## src/rtl/key_matrix_emulator_debounce_macros.svh

```systemverilog
// Assertion macros shared by the key matrix emulator RTL.
// Users must provide clk_i and rst_ni in the module that expands them.
`ifndef KEY_MATRIX_EMULATOR_DEBOUNCE_MACROS_SVH
`define KEY_MATRIX_EMULATOR_DEBOUNCE_MACROS_SVH

// Implication or sequence property, checked outside reset.
`define KMED_ASSERT(lbl, prop, msg) \
  lbl: assert property (@(posedge clk_i) disable iff (!rst_ni) prop) else $error(msg);

// Plain invariant that must hold on every clock edge outside reset.
`define KMED_ASSERT_ALWAYS(lbl, expr, msg) \
  lbl: assert property (@(posedge clk_i) disable iff (!rst_ni) (expr)) else $error(msg);

`endif

```

## src/rtl/kmed_pkg.sv

```systemverilog
// Types, codes and helper functions for the key matrix emulator.
// No dependencies; imported by every module of the block.
`timescale 1ns / 1ps

package kmed_pkg;

  // Request codes of an input beat.
  typedef enum logic [1:0] {
    REQ_MATRIX  = 2'd0,
    REQ_AUX     = 2'd1,
    REQ_PRESS   = 2'd2,
    REQ_RELEASE = 2'd3
  } req_type_e;

  // One input beat.
  typedef struct packed {
    req_type_e   req_type;
    logic [7:0]  column_levels;
    logic [7:0]  row_levels;
    logic [3:0]  cmd_row;
    logic [3:0]  cmd_column;
  } req_t;

  // One result beat.
  typedef struct packed {
    logic       is_event;
    logic       pressed;
    logic [2:0] event_row;
    logic [2:0] event_column;
    logic [7:0] drive_mask;
    logic       drive_aux;
    logic       drive_low;
    logic       cmd_error;
    logic       last;
  } res_t;

  // Work handed from the front end to the back end: a set of rows to report
  // as events, followed by one closing drive or acknowledge beat.
  typedef struct packed {
    logic [7:0] report;
    logic [7:0] rows;
    logic [2:0] column;
    logic [7:0] drive_mask;
    logic       drive_aux;
    logic       drive_low;
    logic       cmd_error;
  } job_t;

  // Number of set bits in a byte.
  function automatic logic [3:0] count_ones(logic [7:0] v);
    logic [3:0] c;
    c = '0;
    for (int i = 0; i < 8; i++) begin
      c = c + {3'd0, v[i]};
    end
    return c;
  endfunction

  // Index of the highest set bit (zero when none is set).
  function automatic logic [2:0] high_bit(logic [7:0] v);
    logic [2:0] idx;
    idx = '0;
    for (int i = 0; i < 8; i++) begin
      if (v[i]) begin
        idx = 3'(i);
      end
    end
    return idx;
  endfunction

  // Index of the lowest set bit (zero when none is set).
  function automatic logic [2:0] low_bit(logic [7:0] v);
    logic [2:0] idx;
    idx = '0;
    for (int i = 7; i >= 0; i--) begin
      if (v[i]) begin
        idx = 3'(i);
      end
    end
    return idx;
  endfunction

endpackage

```

## src/rtl/key_matrix_emulator_debounce.sv

```systemverilog
// Flow: a job passes through the job queue into the back-end job register.
// Throughput: one input beat per cycle while the job queue has room; each job
// gives one to nine result beats from the back end, one per cycle while popped.
// Reset: asynchronous, active low; polarity resets to active low, all forced
// and debounce state to zero, job queue and result register to empty.
`timescale 1ns / 1ps

module key_matrix_emulator_debounce #(
  parameter int NUM_COLUMNS = 6,
  parameter int NUM_ROWS    = 8,
  parameter int NUM_AUX     = 2
) (
  input  logic           clk_i,
  input  logic           rst_ni,
  input  logic           push,
  output logic           full,
  input  kmed_pkg::req_t req_i,
  output logic           empty,
  input  logic           pop,
  output kmed_pkg::res_t res_o
);
  import kmed_pkg::*;

  localparam int QUEUE_DEPTH = 4;

  logic accept;
  logic job_valid, q_valid, q_take;
  job_t job, q_job;

  assign accept = push && !full;

  // Front end: decode and state update.
  kmed_front #(
    .NUM_COLUMNS(NUM_COLUMNS),
    .NUM_ROWS   (NUM_ROWS),
    .NUM_AUX    (NUM_AUX)
  ) u_front (
    .clk_i      (clk_i),
    .rst_ni     (rst_ni),
    .accept_i   (accept),
    .req_i      (req_i),
    .job_valid_o(job_valid),
    .job_o      (job)
  );

  // Job queue between the two halves.
  kmed_fifo #(
    .DEPTH(QUEUE_DEPTH)
  ) u_fifo (
    .clk_i    (clk_i),
    .rst_ni   (rst_ni),
    .wr_i     (accept && job_valid),
    .wr_data_i(job),
    .full_o   (full),
    .rd_i     (q_take),
    .valid_o  (q_valid),
    .rd_data_o(q_job)
  );

  // Back end: result beat sequencing.
  kmed_back u_back (
    .clk_i      (clk_i),
    .rst_ni     (rst_ni),
    .job_valid_i(q_valid),
    .job_i      (q_job),
    .job_take_o (q_take),
    .empty_o    (empty),
    .pop_i      (pop),
    .res_o      (res_o)
  );

endmodule

```

## src/rtl/kmed_fifo.sv

```systemverilog
// Short job queue between the front end and the back end.
// Depends on kmed_pkg (job_t) and the assertion macros header.
`timescale 1ns / 1ps
`include "key_matrix_emulator_debounce_macros.svh"

module kmed_fifo #(
  parameter int DEPTH = 4
) (
  input  logic           clk_i,
  input  logic           rst_ni,
  input  logic           wr_i,
  input  kmed_pkg::job_t wr_data_i,
  output logic           full_o,
  input  logic           rd_i,
  output logic           valid_o,
  output kmed_pkg::job_t rd_data_o
);
  import kmed_pkg::*;

  localparam int PTR_W = (DEPTH > 1) ? $clog2(DEPTH) : 1;
  localparam int CNT_W = $clog2(DEPTH + 1);

  job_t             mem_q [DEPTH];
  logic [PTR_W-1:0] wr_ptr_q, rd_ptr_q;
  logic [CNT_W-1:0] count_q;
  logic             wr_en, rd_en;

  assign full_o    = (count_q == CNT_W'(DEPTH));
  assign valid_o   = (count_q != '0);
  assign wr_en     = wr_i && !full_o;
  assign rd_en     = rd_i && valid_o;
  assign rd_data_o = mem_q[rd_ptr_q];

  // Storage is payload only and needs no reset.
  always_ff @(posedge clk_i) begin
    if (wr_en) begin
      mem_q[wr_ptr_q] <= wr_data_i;
    end
  end

  // Pointers wrap at the last entry; the count tracks occupancy.
  always_ff @(posedge clk_i or negedge rst_ni) begin
    if (!rst_ni) begin
      wr_ptr_q <= '0;
      rd_ptr_q <= '0;
      count_q  <= '0;
    end else begin
      if (wr_en) begin
        wr_ptr_q <= (wr_ptr_q == PTR_W'(DEPTH - 1)) ? '0 : wr_ptr_q + 1'b1;
      end
      if (rd_en) begin
        rd_ptr_q <= (rd_ptr_q == PTR_W'(DEPTH - 1)) ? '0 : rd_ptr_q + 1'b1;
      end
      if (wr_en && !rd_en) begin
        count_q <= count_q + 1'b1;
      end else if (rd_en && !wr_en) begin
        count_q <= count_q - 1'b1;
      end
    end
  end

  `KMED_ASSERT_ALWAYS(a_count_bound, count_q <= CNT_W'(DEPTH), "job queue count overflow")
  `KMED_ASSERT(a_count_dec,
               (rd_en && !wr_en) |=> (count_q == $past(count_q) - 1'b1),
               "job queue count did not drop on a read")
  `KMED_ASSERT(a_count_both, (rd_en && wr_en) |=> $stable(count_q),
               "job queue count moved on read and write")

endmodule

```

## src/rtl/kmed_front.sv

```systemverilog
// Front end: decodes each input beat, keeps the polarity, forced and
// debounce state, and turns each beat into at most one job. Uses kmed_pkg.
`timescale 1ns / 1ps

module kmed_front #(
  parameter int NUM_COLUMNS = 6,
  parameter int NUM_ROWS    = 8,
  parameter int NUM_AUX     = 2
) (
  input  logic           clk_i,
  input  logic           rst_ni,
  input  logic           accept_i,
  input  kmed_pkg::req_t req_i,
  output logic           job_valid_o,
  output kmed_pkg::job_t job_o
);
  import kmed_pkg::*;

  localparam int         NSLOTS   = NUM_COLUMNS + 1;
  localparam int         SLOT_W   = $clog2(NSLOTS);
  localparam logic [7:0] ROW_MASK = 8'((1 << NUM_ROWS) - 1);
  localparam logic [7:0] COL_MASK = 8'((1 << NUM_COLUMNS) - 1);
  localparam logic [7:0] AUX_MASK = 8'((1 << NUM_AUX) - 1);

  logic              pol_q, pol_d;
  logic [7:0]        forced_q   [NSLOTS];
  logic [7:0]        last_q     [NSLOTS];
  logic [7:0]        prior_q    [NSLOTS];
  logic [7:0]        reported_q [NSLOTS];

  logic [7:0]        act_keep, act_flip, act_f;
  logic [3:0]        cnt_keep, cnt_flip, cnt_f;
  logic              inv_f;
  logic              do_deb, cmd_we, cmd_err;
  logic [SLOT_W-1:0] slot, cmd_slot;
  logic [7:0]        rows, report, changed, changed2, row_bit;

  // Column decode under the current and the flipped polarity.
  assign act_keep = (req_i.column_levels ^ {8{pol_q}}) & COL_MASK;
  assign act_flip = (req_i.column_levels ^ {8{~pol_q}}) & COL_MASK;
  assign cnt_keep = count_ones(act_keep);
  assign cnt_flip = count_ones(act_flip);

  // Command range check.
  assign cmd_err = (req_i.cmd_row >= 4'(NUM_ROWS)) ||
                   (req_i.cmd_column > 4'(NUM_COLUMNS)) ||
                   ((req_i.cmd_column == 4'(NUM_COLUMNS)) &&
                    (req_i.cmd_row >= 4'(NUM_AUX)));
  assign cmd_slot = req_i.cmd_column[SLOT_W-1:0];
  assign row_bit  = 8'd1 << req_i.cmd_row[2:0];

  // Debounce of the selected slot: a row reports when it changed at the last
  // sample, is stable now, differs from the reported state and is not forced.
  assign changed  = last_q[slot] ^ rows;
  assign changed2 = last_q[slot] ^ prior_q[slot];
  assign report   = changed2 & ~changed & (reported_q[slot] ^ rows) & ~forced_q[slot];

  // Classification of the beat.
  always_comb begin
    pol_d       = pol_q;
    act_f       = act_keep;
    cnt_f       = cnt_keep;
    inv_f       = pol_q;
    do_deb      = 1'b0;
    cmd_we      = 1'b0;
    slot        = '0;
    rows        = '0;
    job_valid_o = 1'b0;
    job_o       = '0;
    case (req_i.req_type)
      REQ_MATRIX: begin
        if ((cnt_keep != 4'd1) && (cnt_keep == 4'(NUM_COLUMNS - 1))) begin
          pol_d = ~pol_q;
          act_f = act_flip;
          cnt_f = cnt_flip;
          inv_f = ~pol_q;
        end else if (cnt_keep == 4'(NUM_COLUMNS)) begin
          pol_d = ~pol_q;
        end
        if (cnt_f == 4'd1) begin
          do_deb            = 1'b1;
          slot              = SLOT_W'(high_bit(act_f));
          rows              = (req_i.row_levels ^ {8{inv_f}}) & ROW_MASK;
          job_valid_o       = 1'b1;
          job_o.report      = report;
          job_o.rows        = rows;
          job_o.column      = high_bit(act_f);
          job_o.drive_mask  = forced_q[slot];
          job_o.drive_low   = inv_f;
        end else if (cnt_f == 4'd0) begin
          job_valid_o       = 1'b1;
          job_o.drive_low   = inv_f;
        end
      end
      REQ_AUX: begin
        do_deb            = 1'b1;
        slot              = SLOT_W'(NUM_COLUMNS);
        rows              = req_i.row_levels & AUX_MASK;
        job_valid_o       = 1'b1;
        job_o.report      = report;
        job_o.rows        = rows;
        job_o.column      = 3'(NUM_COLUMNS);
        job_o.drive_mask  = forced_q[slot] & AUX_MASK;
        job_o.drive_aux   = 1'b1;
      end
      default: begin
        cmd_we            = !cmd_err;
        job_valid_o       = 1'b1;
        job_o.cmd_error   = cmd_err;
      end
    endcase
  end

  // State update on each accepted beat.
  always_ff @(posedge clk_i or negedge rst_ni) begin
    if (!rst_ni) begin
      pol_q <= 1'b1;
      for (int i = 0; i < NSLOTS; i++) begin
        forced_q[i]   <= '0;
        last_q[i]     <= '0;
        prior_q[i]    <= '0;
        reported_q[i] <= '0;
      end
    end else if (accept_i) begin
      pol_q <= pol_d;
      if (do_deb) begin
        reported_q[slot] <= (reported_q[slot] & ~report) | (rows & report);
        prior_q[slot]    <= last_q[slot];
        last_q[slot]     <= rows;
      end
      if (cmd_we) begin
        if (req_i.req_type == REQ_PRESS) begin
          forced_q[cmd_slot] <= forced_q[cmd_slot] | row_bit;
        end else begin
          forced_q[cmd_slot] <= forced_q[cmd_slot] & ~row_bit;
        end
      end
    end
  end

endmodule

```

## src/rtl/kmed_back.sv

```systemverilog
// Back end: expands one job into its event beats, lowest row first, and a
// closing drive or acknowledge beat. Uses kmed_pkg and the macros header.
`timescale 1ns / 1ps
`include "key_matrix_emulator_debounce_macros.svh"

module kmed_back (
  input  logic           clk_i,
  input  logic           rst_ni,
  input  logic           job_valid_i,
  input  kmed_pkg::job_t job_i,
  output logic           job_take_o,
  output logic           empty_o,
  input  logic           pop_i,
  output kmed_pkg::res_t res_o
);
  import kmed_pkg::*;

  job_t       job_q;
  logic       valid_q;
  logic [2:0] idx;
  logic       tail;

  assign empty_o    = !valid_q;
  assign idx        = low_bit(job_q.report);
  assign tail       = (job_q.report == '0);
  assign job_take_o = job_valid_i && (!valid_q || (pop_i && tail));

  // Current result beat from the job register.
  always_comb begin
    res_o = '0;
    if (!tail) begin
      res_o.is_event     = 1'b1;
      res_o.pressed      = job_q.rows[idx];
      res_o.event_row    = idx;
      res_o.event_column = job_q.column;
    end else begin
      res_o.drive_mask = job_q.drive_mask;
      res_o.drive_aux  = job_q.drive_aux;
      res_o.drive_low  = job_q.drive_low;
      res_o.cmd_error  = job_q.cmd_error;
      res_o.last       = 1'b1;
    end
  end

  // Job occupancy.
  always_ff @(posedge clk_i or negedge rst_ni) begin
    if (!rst_ni) begin
      valid_q <= 1'b0;
    end else if (job_take_o) begin
      valid_q <= 1'b1;
    end else if (pop_i && valid_q && tail) begin
      valid_q <= 1'b0;
    end
  end

  // Job payload; each popped event clears its row from the report set.
  always_ff @(posedge clk_i) begin
    if (job_take_o) begin
      job_q <= job_i;
    end else if (pop_i && valid_q && !tail) begin
      job_q.report <= job_q.report & (job_q.report - 8'd1);
    end
  end

  `KMED_ASSERT(a_last_no_event, (!empty_o && res_o.last) |-> !res_o.is_event,
               "closing beat flagged as event")
  `KMED_ASSERT(a_event_holds, (pop_i && !empty_o && !res_o.last) |=> !empty_o,
               "job lost after an event beat")
  `KMED_ASSERT(a_drain_empty,
               (pop_i && !empty_o && res_o.last && !job_valid_i) |=> empty_o,
               "result shown with no job")

endmodule
```

## config.mk

```make
export PLATFORM = sky130hd
export DESIGN_NAME = key_matrix_emulator_debounce
export DESIGN_NICKNAME = d
export VERILOG_FILES = /design/src/rtl/kmed_pkg.sv /design/src/rtl/key_matrix_emulator_debounce.sv /design/src/rtl/kmed_fifo.sv /design/src/rtl/kmed_front.sv /design/src/rtl/kmed_back.sv
export VERILOG_INCLUDE_DIRS = /design/src /design/src/rtl
export SDC_FILE = /design/constraint.sdc
export NUM_CORES = 1
export LEC_CHECK = 0
export BUFFER_PORTS_ARGS = -buffer_cell sky130_fd_sc_hd__buf_2
export CAP_MARGIN = 40
export CORE_MARGIN = 4
export CORE_UTILIZATION = 40
export CTS_CLUSTER_SIZE = 25
export DETAILED_ROUTE_END_ITERATION = 6
export GPL_TIMING_DRIVEN = 1
export PLACE_DENSITY = 0.63
export SLEW_MARGIN = 0
export SYNTH_ARGS = -nofsm -noshare
export SYNTH_HDL_FRONTEND = slang
export SYNTH_SLANG_ARGS = --single-unit
```

## constraint.sdc

```tcl
create_clock -name clk_i -period 12.2 [get_ports clk_i]
set_clock_uncertainty 0.2 [all_clocks]
set_input_delay 2.44 -clock clk_i [delete_from_list [all_inputs] [get_ports clk_i]]
set_output_delay 2.44 -clock clk_i [all_outputs]
set_load 0.005 [all_outputs]
```

* Word level (Yosys, flattened, before mapping)
Memories as Yosys holds them, arrays and structs flattened. Index checks and enable logic that the tools add are counted.
Word-level totals: memory bits (writable) 120, logic and storage cells 219, register bits after elaboration 263, memories kept 1, input bits 30, output and inout port bits 22
Cells by class: add/subtract/negate cells 15, muxes and demuxes 84, shifts and indexed selects 1, bitwise logic cells 23, reductions and logical operators 36, eq/ne operators 10, $lt $le $gt $ge 9
Memory list:
- u_fifo.mem_q | words 4, width 30, rd ports 1, clocked after memory_dff 0, wr ports 1, line kmed_fifo.sv:23 | job_t mem_q [DEPTH];
Operator list (number):
- bitwise mux 56 bit | 5
- 2-to-1 mux 8 bit | 19
- binary-select mux 8 bit (select 3 bit) | 6
- AND 8 bit | 7
- 2-to-1 mux 56 bit | 1
- one-hot mux 27 bit (2 select lines) | 1
- 2-to-1 mux 3 bit | 17
- demux 8 bit (select 3 bit) | 2
- adder 4 x 1 -> 4 bit | 8
- inverter 8 bit | 4
- bitwise XOR 8 bit | 4
- 2-to-1 mux 27 bit | 1
- 2-to-1 mux 1 bit | 20
- >= comparator 4 bit (second input constant) | 4
- bitwise OR 8 bit | 2
- one-hot mux 8 bit (2 select lines) | 1
- logical AND 1 bit | 15
- == test 4 x 3 -> 1 bit (second input constant) | 3
- 2-to-1 mux 12 bit | 1
- inverter 3 -> 4 bit | 3
- bitwise XOR 6 bit | 2
- zero test 8 bit | 1
- less-than comparator 4 x 1 -> 1 bit (second input constant) | 2
- 2-to-1 mux 2 bit | 4
- other kinds (29) | 45

* Depth between registers and ports, before layout
Gate-level depths: netlist (run 1).
depth in word-level cells 34, mapped depth 23, mapped depth without buffers 18

* Modules after synthesis
Synthesis (run 1) repeated with hierarchy kept, for this count alone.
Second synthesis, totals: cell total of the unflattened synthesis 1514, area total of the unflattened synthesis 18255.0 um^2
By module, submodules not included:
- kmed_front | area an instance 12002.8 um^2, instances 1, cells each 1211, seq. area each 5631.7 um^2
- kmed_fifo | area an instance 4842.1 um^2, instances 1, cells each 194, seq. area each 3778.6 um^2
- kmed_back | area an instance 1395.1 um^2, instances 1, cells each 107, seq. area each 925.9 um^2
- key_matrix_emulator_debounce | area an instance 15.0 um^2, instances 1, cells each 2, seq. area each 0.0 um^2

* Worst setup path after synthesis (run 1)
OpenSTA, ideal clock, no wires.
kind input -> register, from input req_i[20] in the netlist's numbering, to memory u_fifo.mem_q[0][25] in the netlist's numbering (data pin), path buffers 2, setup slack 4606 ps, setup time 217 ps, stages on the path 15, required time 11783 ps, arrival time 7177 ps, cell sequence clkbuf_1 > xor2_1 > inv_1 > fa_1 > fa_1 > fa_1 > nor3b_4 > mux2_2 > nor2_1 > nand2_1 > buf_2 > a221oi_1 > a2111oi_2 > or4_1 > a211oi_1
RTL lines:
- from (decl) | line key_matrix_emulator_debounce.sv:17 | input kmed_pkg::req_t req_i,
- to (decl) | line kmed_fifo.sv:23

==> results.cfg, run 1 <==
[outcome]
status = finished, final reports clean

[grt]
gr-total-overflow = 0
antenna_found_initial = 0
grt_pass1_vias = 13200
grt_max_degree = 91
gr-usage-all-layers = 0.196
grt_pass1_wl_um = 77000

[logic_synthesis]
synthSimpleGateAreaFrac = 0.142
synth_mux_area_frac = 0.0885
ys.flop_type = dfrtp_1
ys_async_sr_fraction = 0.608
synth_fa_ha_area_frac = 0.0130
synth_nets = 1736
synth_top_area_cell = dfrtp_1
synth_top_area_frac = 0.314
avgSynthCellArea_um2 = 10.9
synth-edff-count = 150
ys_seq_elements = 383
synth_top_family_by_area = compound AO/OA/AOI/OAI gates
syn_inst = 1691
yosysUniqueCellTypes = 73
synth-xor-area-share = 0.0114
synth_area_leaders = dfrtp_1, edfxtp_1, nand2_1
yosysWarnings = 0
syn_area_um2 = 18500
ys_seq_area_frac = 0.559
synth_compound_area_frac = 0.148

[die]
fp.dieArea_um2 = 49700
pin_count = 52
die_w_um = 223
die_y_um = 223
start_util = 0.406
coreArea_um2 = 45500
rows = 78

[cts]
cts_buffers = 42
cts_resized = 0
clkLatencyLatePin_ns = 0.54
cts_buffer_depth = 3
hold_buffers = 0
clock-root-buffer = clkbuf_16
htree_levels = 2
clk_pin_slew_ns = 0.06
cts_tree = yes
clock-sinks = 383
post-cts-setup-buffer-count = 0

[sta]
maxSlewViolCount = 0
period_needed_ns = 8.71
relSlewSlack = 0.403
tns_ns = 0
finalHoldViolations = 0
setup_viol = 0
finalCritPeriodShare = 0.714
worst_pin_slew_ns = 0.892
rsz0062_at_grt = no
whs_ns = 0.207
fmax_ghz = 0.115

[place]
gp_congestion = 0.856
post-dp-hpwl_um = 30800
port_buffers = 49

[drt]
drc = 0
viasPerCell = 5.81
drt_iter0_drc = 1260
vias = 13600
dr.pass1.iters = 6
routed_wl_um = 49500
antenna_left = 0
routedWlPerCell_um = 21.2

[critical_path]
crit_arrival_ns = 8.76
required_ns = 12.24
critPathLaunchType = input pin
crit_fanout = 58
crit_type = in2reg
endpoint_kind = register

[cells_and_area]
syn_to_final_growth_pct = 13.7
n_antenna_cell = 0
drive_gt1_frac = 0.177
nNetsFinal = 1754
utilization = 0.462
fillerInstances = 4198

[power]
total_power_mw = 5.15
vdd_ir_drop_max_uv = 197
p_leak_nw = 8.33
power_density_nw_per_um2 = 245

[min_path]
hp-class = reg2reg

[run]
max_cap_viol_count = 0
cell usage after synthesis (all sizes together) (38+ instances only):
| library cell | n |
|---|---|
| nand3 | 51 |
| dfrtp | 232 |
| clkbuf | 74 |
| o21ai | 229 |
| inv | 38 |
| a211oi | 56 |
| nand2 | 283 |
| edfxtp | 150 |
| nor2 | 57 |
| buf | 54 |
| mux2 | 61 |
| and2 | 39 |
kinds of logic (layout without fill, tap and decap cells):
logic type / Yosys count / count (layout)
fa+ha+maj: 15 / 15
buf+inv: 166 / 213
mux: 112 / 112
xor+xnor: 21 / 21
flops: 383 / 383
compound gates: 437 / 437
simple gates: 557 / 557
final timing paths:
check	from	to	slack, ns	cells past startpoint
max in group asynchronous	rst_ni	u_front.last_q[36]$_DFFE_PN0P_	8.05	5
max	req_i[20]	u_fifo.mem_q[1][25]$_DFFE_PP_	3.49	16
min reg2reg	u_front.forced_q[5]$_DFFE_PN0P_	u_front.forced_q[5]$_DFFE_PN0P_	0.21	0
min	u_front.forced_q[5]$_DFFE_PN0P_	u_front.forced_q[5]$_DFFE_PN0P_	0.21	0
max reg2reg	u_front.pol_q$_DFFE_PN1P_	u_fifo.mem_q[1][25]$_DFFE_PP_	4.63	16
min in group asynchronous	rst_ni	u_back.valid_q$_DFFE_PN0P_	1.70	1
layout by cell type (no fill, tap or decap), types with 10 or more instances in the layout:
cell type and instances:
dfrtp_1 231, a211oi_1 53, nand2_1 280, buf_4 37, and3_1 37, o21ai_0 198
edfxtp_1 150, a22oi_1 17, nor4_1 10, a21oi_1 31, mux2i_1 15, inv_1 38
nor3_1 20, xnor2_1 12, and2_1 39, buf_2 53, nor2_1 57, clkbuf_16 42
mux4_2 33, mux2_2 61, o21ai_1 25, a31oi_1 23, nand3_1 49
power by group:
part           total, mW  switching (mW)  leakage [nW]  internal, mW
clock network       1.33           0.512         0.693         0.815
logic               2.14            1.41          3.03         0.725
registers           1.68          0.0932          4.61          1.59
total               5.15            2.02          8.33          3.13
per-layer routing:
metal | GRT usage | vias to the layer above | wire (um)
li1 | - | 6189 | -
met1 | 0.283 | 6753 | 21800
met2 | 0.303 | 545 | 22600
met3 | 0.0328 | 89 | 3620
met4 | 0.0638 | 0 | 1460
met5 | 0 | - | 0
worst max-delay path: stages:
cell	delay, ns
buf_2	0.20
xor2_1	0.26
inv_1	0.10
fa_1	0.51
fa_1	0.43
fa_1	0.63
nor3b_4	0.52
xor2_2	0.28
a21oi_4	0.17
buf_4	0.61
nand2_1	0.55
buf_4	0.44
a211oi_1	0.31
nor4_1	0.13
or4_1	0.48
a211oi_1	0.66
registers in the layout, summed over array words and instances (netlist names), 3 cells and up:
name and cells:
u_front.forced_q 56, u_front.last_q 56, u_front.prior_q 56, u_fifo.count_q 3, u_fifo.mem_q 120, u_back.job_q 30
u_front.reported_q 56
layout make-up:
class                           count  area (um^2)  area share
Clock buffer                       51         1100      0.0526
Clock inverter                     22          332      0.0158
Inverter                           38          143     0.00679
Multi-Input combinational cell   1142         7570       0.361
Sequential cell                   383        10300       0.492
Tap cell                          600          751      0.0357
Timing Repair Buffer              102          764      0.0364
metrics by stage:
step,setup slack (ns),std cells,instance area [um^2]
floorplan,4.61,1691,18500
global placement,3.16,2244,19300
detailed placement,2.96,2264,19600
CTS,3.52,2337,21000
global route,3.15,2338,21000
finish,3.49,2338,21000
Power figures use the tool's default switching activity.
==> inputs of run 2 (changes only) <==
clock period = 8.6 ns   (was 12.2 ns; I/O delays follow)
==> run 2 against run 1 <==
Global-route usage decreased by 0.66 points. Critical path depth decreased by 2. Sequential power increased by 42%. Combinational power increased by 35%. First-iteration DRC count decreased by 3.7%. Critical path type unchanged. Largest power group unchanged.
==> results.cfg, run 2 (synthesized netlist as in run 1, its figures left out) <==
[die]
start_util = 0.406
die_w_um = 223
rows = 78
pin_count = 52
coreArea_um2 = 45500
fp.dieArea_um2 = 49700
die_y_um = 223

[place]
place_area_um2 = 19500
port_buffers = 49
gp_congestion = 0.850
post-dp-hpwl_um = 30500

[critical_path]
r2r_slack_ns = 1.66
worst_r2r_endpoint = u_fifo.mem_q[3][23]$_DFFE_PP_
crit_slowest_cell = nor3b_1
required_ns = 8.63
crit_path_frequent_cell = fa_1
r2r-start = u_front.pol_q$_DFFE_PN1P_
path_depth = 14
startpoint = req_i[20]
endpoint_kind = register
crit_arrival_ns = 7.42
critPathLaunchType = input pin
max_stage_delay_ns = 0.65
crit_fanout = 19
crit_type = in2reg
cpLargestDelayFamily = simple AND/OR/NAND/NOR gates
crit_chain = buf_2 > xor2_1 > inv_1 > fa_1 > fa_1 > fa_1 > nor3b_4 > xnor2_4 > nand2_2 > nand2_1 > inv_1 > mux2_2 > a22oi_1 > nor3b_1
worst-path-buf-inv = 3
cp-endpoint = u_fifo.mem_q[3][23]$_DFFE_PP_
r2r_cells = 14

[power]
power_density_nw_per_um2 = 337
p_leak_nw = 8.27
vdd_ir_drop_max_uv = 421

[sta]
relSlewSlack = 0.387
finalCritPeriodShare = 0.859
fmax_ghz = 0.135
rsz0062_at_grt = no
period_needed_ns = 7.39
setup_viol = 0
tns_ns = 0
finalHoldViolations = 0
worst_pin_slew_ns = 0.916
whs_ns = 0.208
maxSlewViolCount = 0

[grt]
grt_pass1_wl_um = 75100
grt_max_degree = 100
gr-total-overflow = 0
antenna_found_initial = 0
grt_pass1_vias = 12900
gr-usage-all-layers = 0.189

[drt]
drc = 0
dr.pass1.iters = 5
antenna_left = 0
drt_iter0_drc = 1214
routed_wl_um = 47600
viasPerCell = 5.70
routedWlPerCell_um = 20.3
vias = 13400

[cts]
cts_tree = yes
cts_buffers = 41
clock-root-buffer = clkbuf_16
post-cts-setup-buffer-count = 0
hold_buffers = 0
clock-sinks = 383
htree_levels = 2
clk_pin_slew_ns = 0.06
clkLatencyLatePin_ns = 0.55
cts_resized = 0
cts_buffer_depth = 3

[cells_and_area]
final_common_cell = nand2_1
syn_to_final_growth_pct = 12.8
most-common-layout-cells = nand2_1, dfrtp_1, o21ai_0
largest_register = u_fifo.mem_q
drive_gt1_frac = 0.178
n_antenna_cell = 0
nNetsFinal = 1762
largest_reg_flops = 120
design_area_um2 = 20900

[run]
max_cap_viol_count = 0

[outcome]
status = finished, final reports clean

[min_path]
hp-class = reg2reg
==> run 2: worst min path at each step <==
stage / cells after the start / to / from / slack, ns
CTS: 0 / u_front.forced_q[2]$_DFFE_PN0P_ / u_front.forced_q[2]$_DFFE_PN0P_ / 0.21
global route: 0 / u_front.forced_q[4]$_DFFE_PN0P_ / u_front.forced_q[4]$_DFFE_PN0P_ / 0.22
detailed placement: 0 / u_front.forced_q[2]$_DFFE_PN0P_ / u_front.forced_q[2]$_DFFE_PN0P_ / 0.20
floorplan: 1 / u_front.forced_q[2]$_DFFE_PN0P_ / u_front.forced_q[2]$_DFFE_PN0P_ / 0.24
finish: 0 / u_front.forced_q[2]$_DFFE_PN0P_ / u_front.forced_q[2]$_DFFE_PN0P_ / 0.21
global placement: 0 / u_front.forced_q[2]$_DFFE_PN0P_ / u_front.forced_q[2]$_DFFE_PN0P_ / 0.19
==> run 2: where the power goes <==
part	internal (mW)	total, mW	switching (mW)
registers	2.25	2.38	0.133
clock network	1.03	1.75	0.715
logic	0.984	2.89	1.90
==> run 2: stage by stage <==
stage	power, mW	cells	worst slack (ns)	util
after CTS	7.05	2346	1.22	0.458
after floorplan	4.40	1691	1.73	-
after detailed placement	5.29	2274	0.664	0.429
final	7.02	2346	1.21	0.458
after global placement	5.21	2266	0.781	0.427
after global routing	7.44	2346	0.828	0.458
==> run 2: area by class of cell <==
cell class              instances  area (um^2)
well taps                     600          751
flip-flops and latches        383        10300
clock buffers                  53         1150
repair buffers                111          736
clock inverters                19          186
inverters                      38          143
multi-input cells            1142         7540
fillers                      4264        24600
==> run 2: per-layer routing <==
layer / vias to the layer above / global-route usage / share of wire
li1: 6229 / - / -
met1: 6603 / 0.285 / 0.46
met2: 463 / 0.287 / 0.45
met3: 77 / 0.0293 / 0.066
met4: 0 / 0.0523 / 0.025
met5: - / 0 / 0
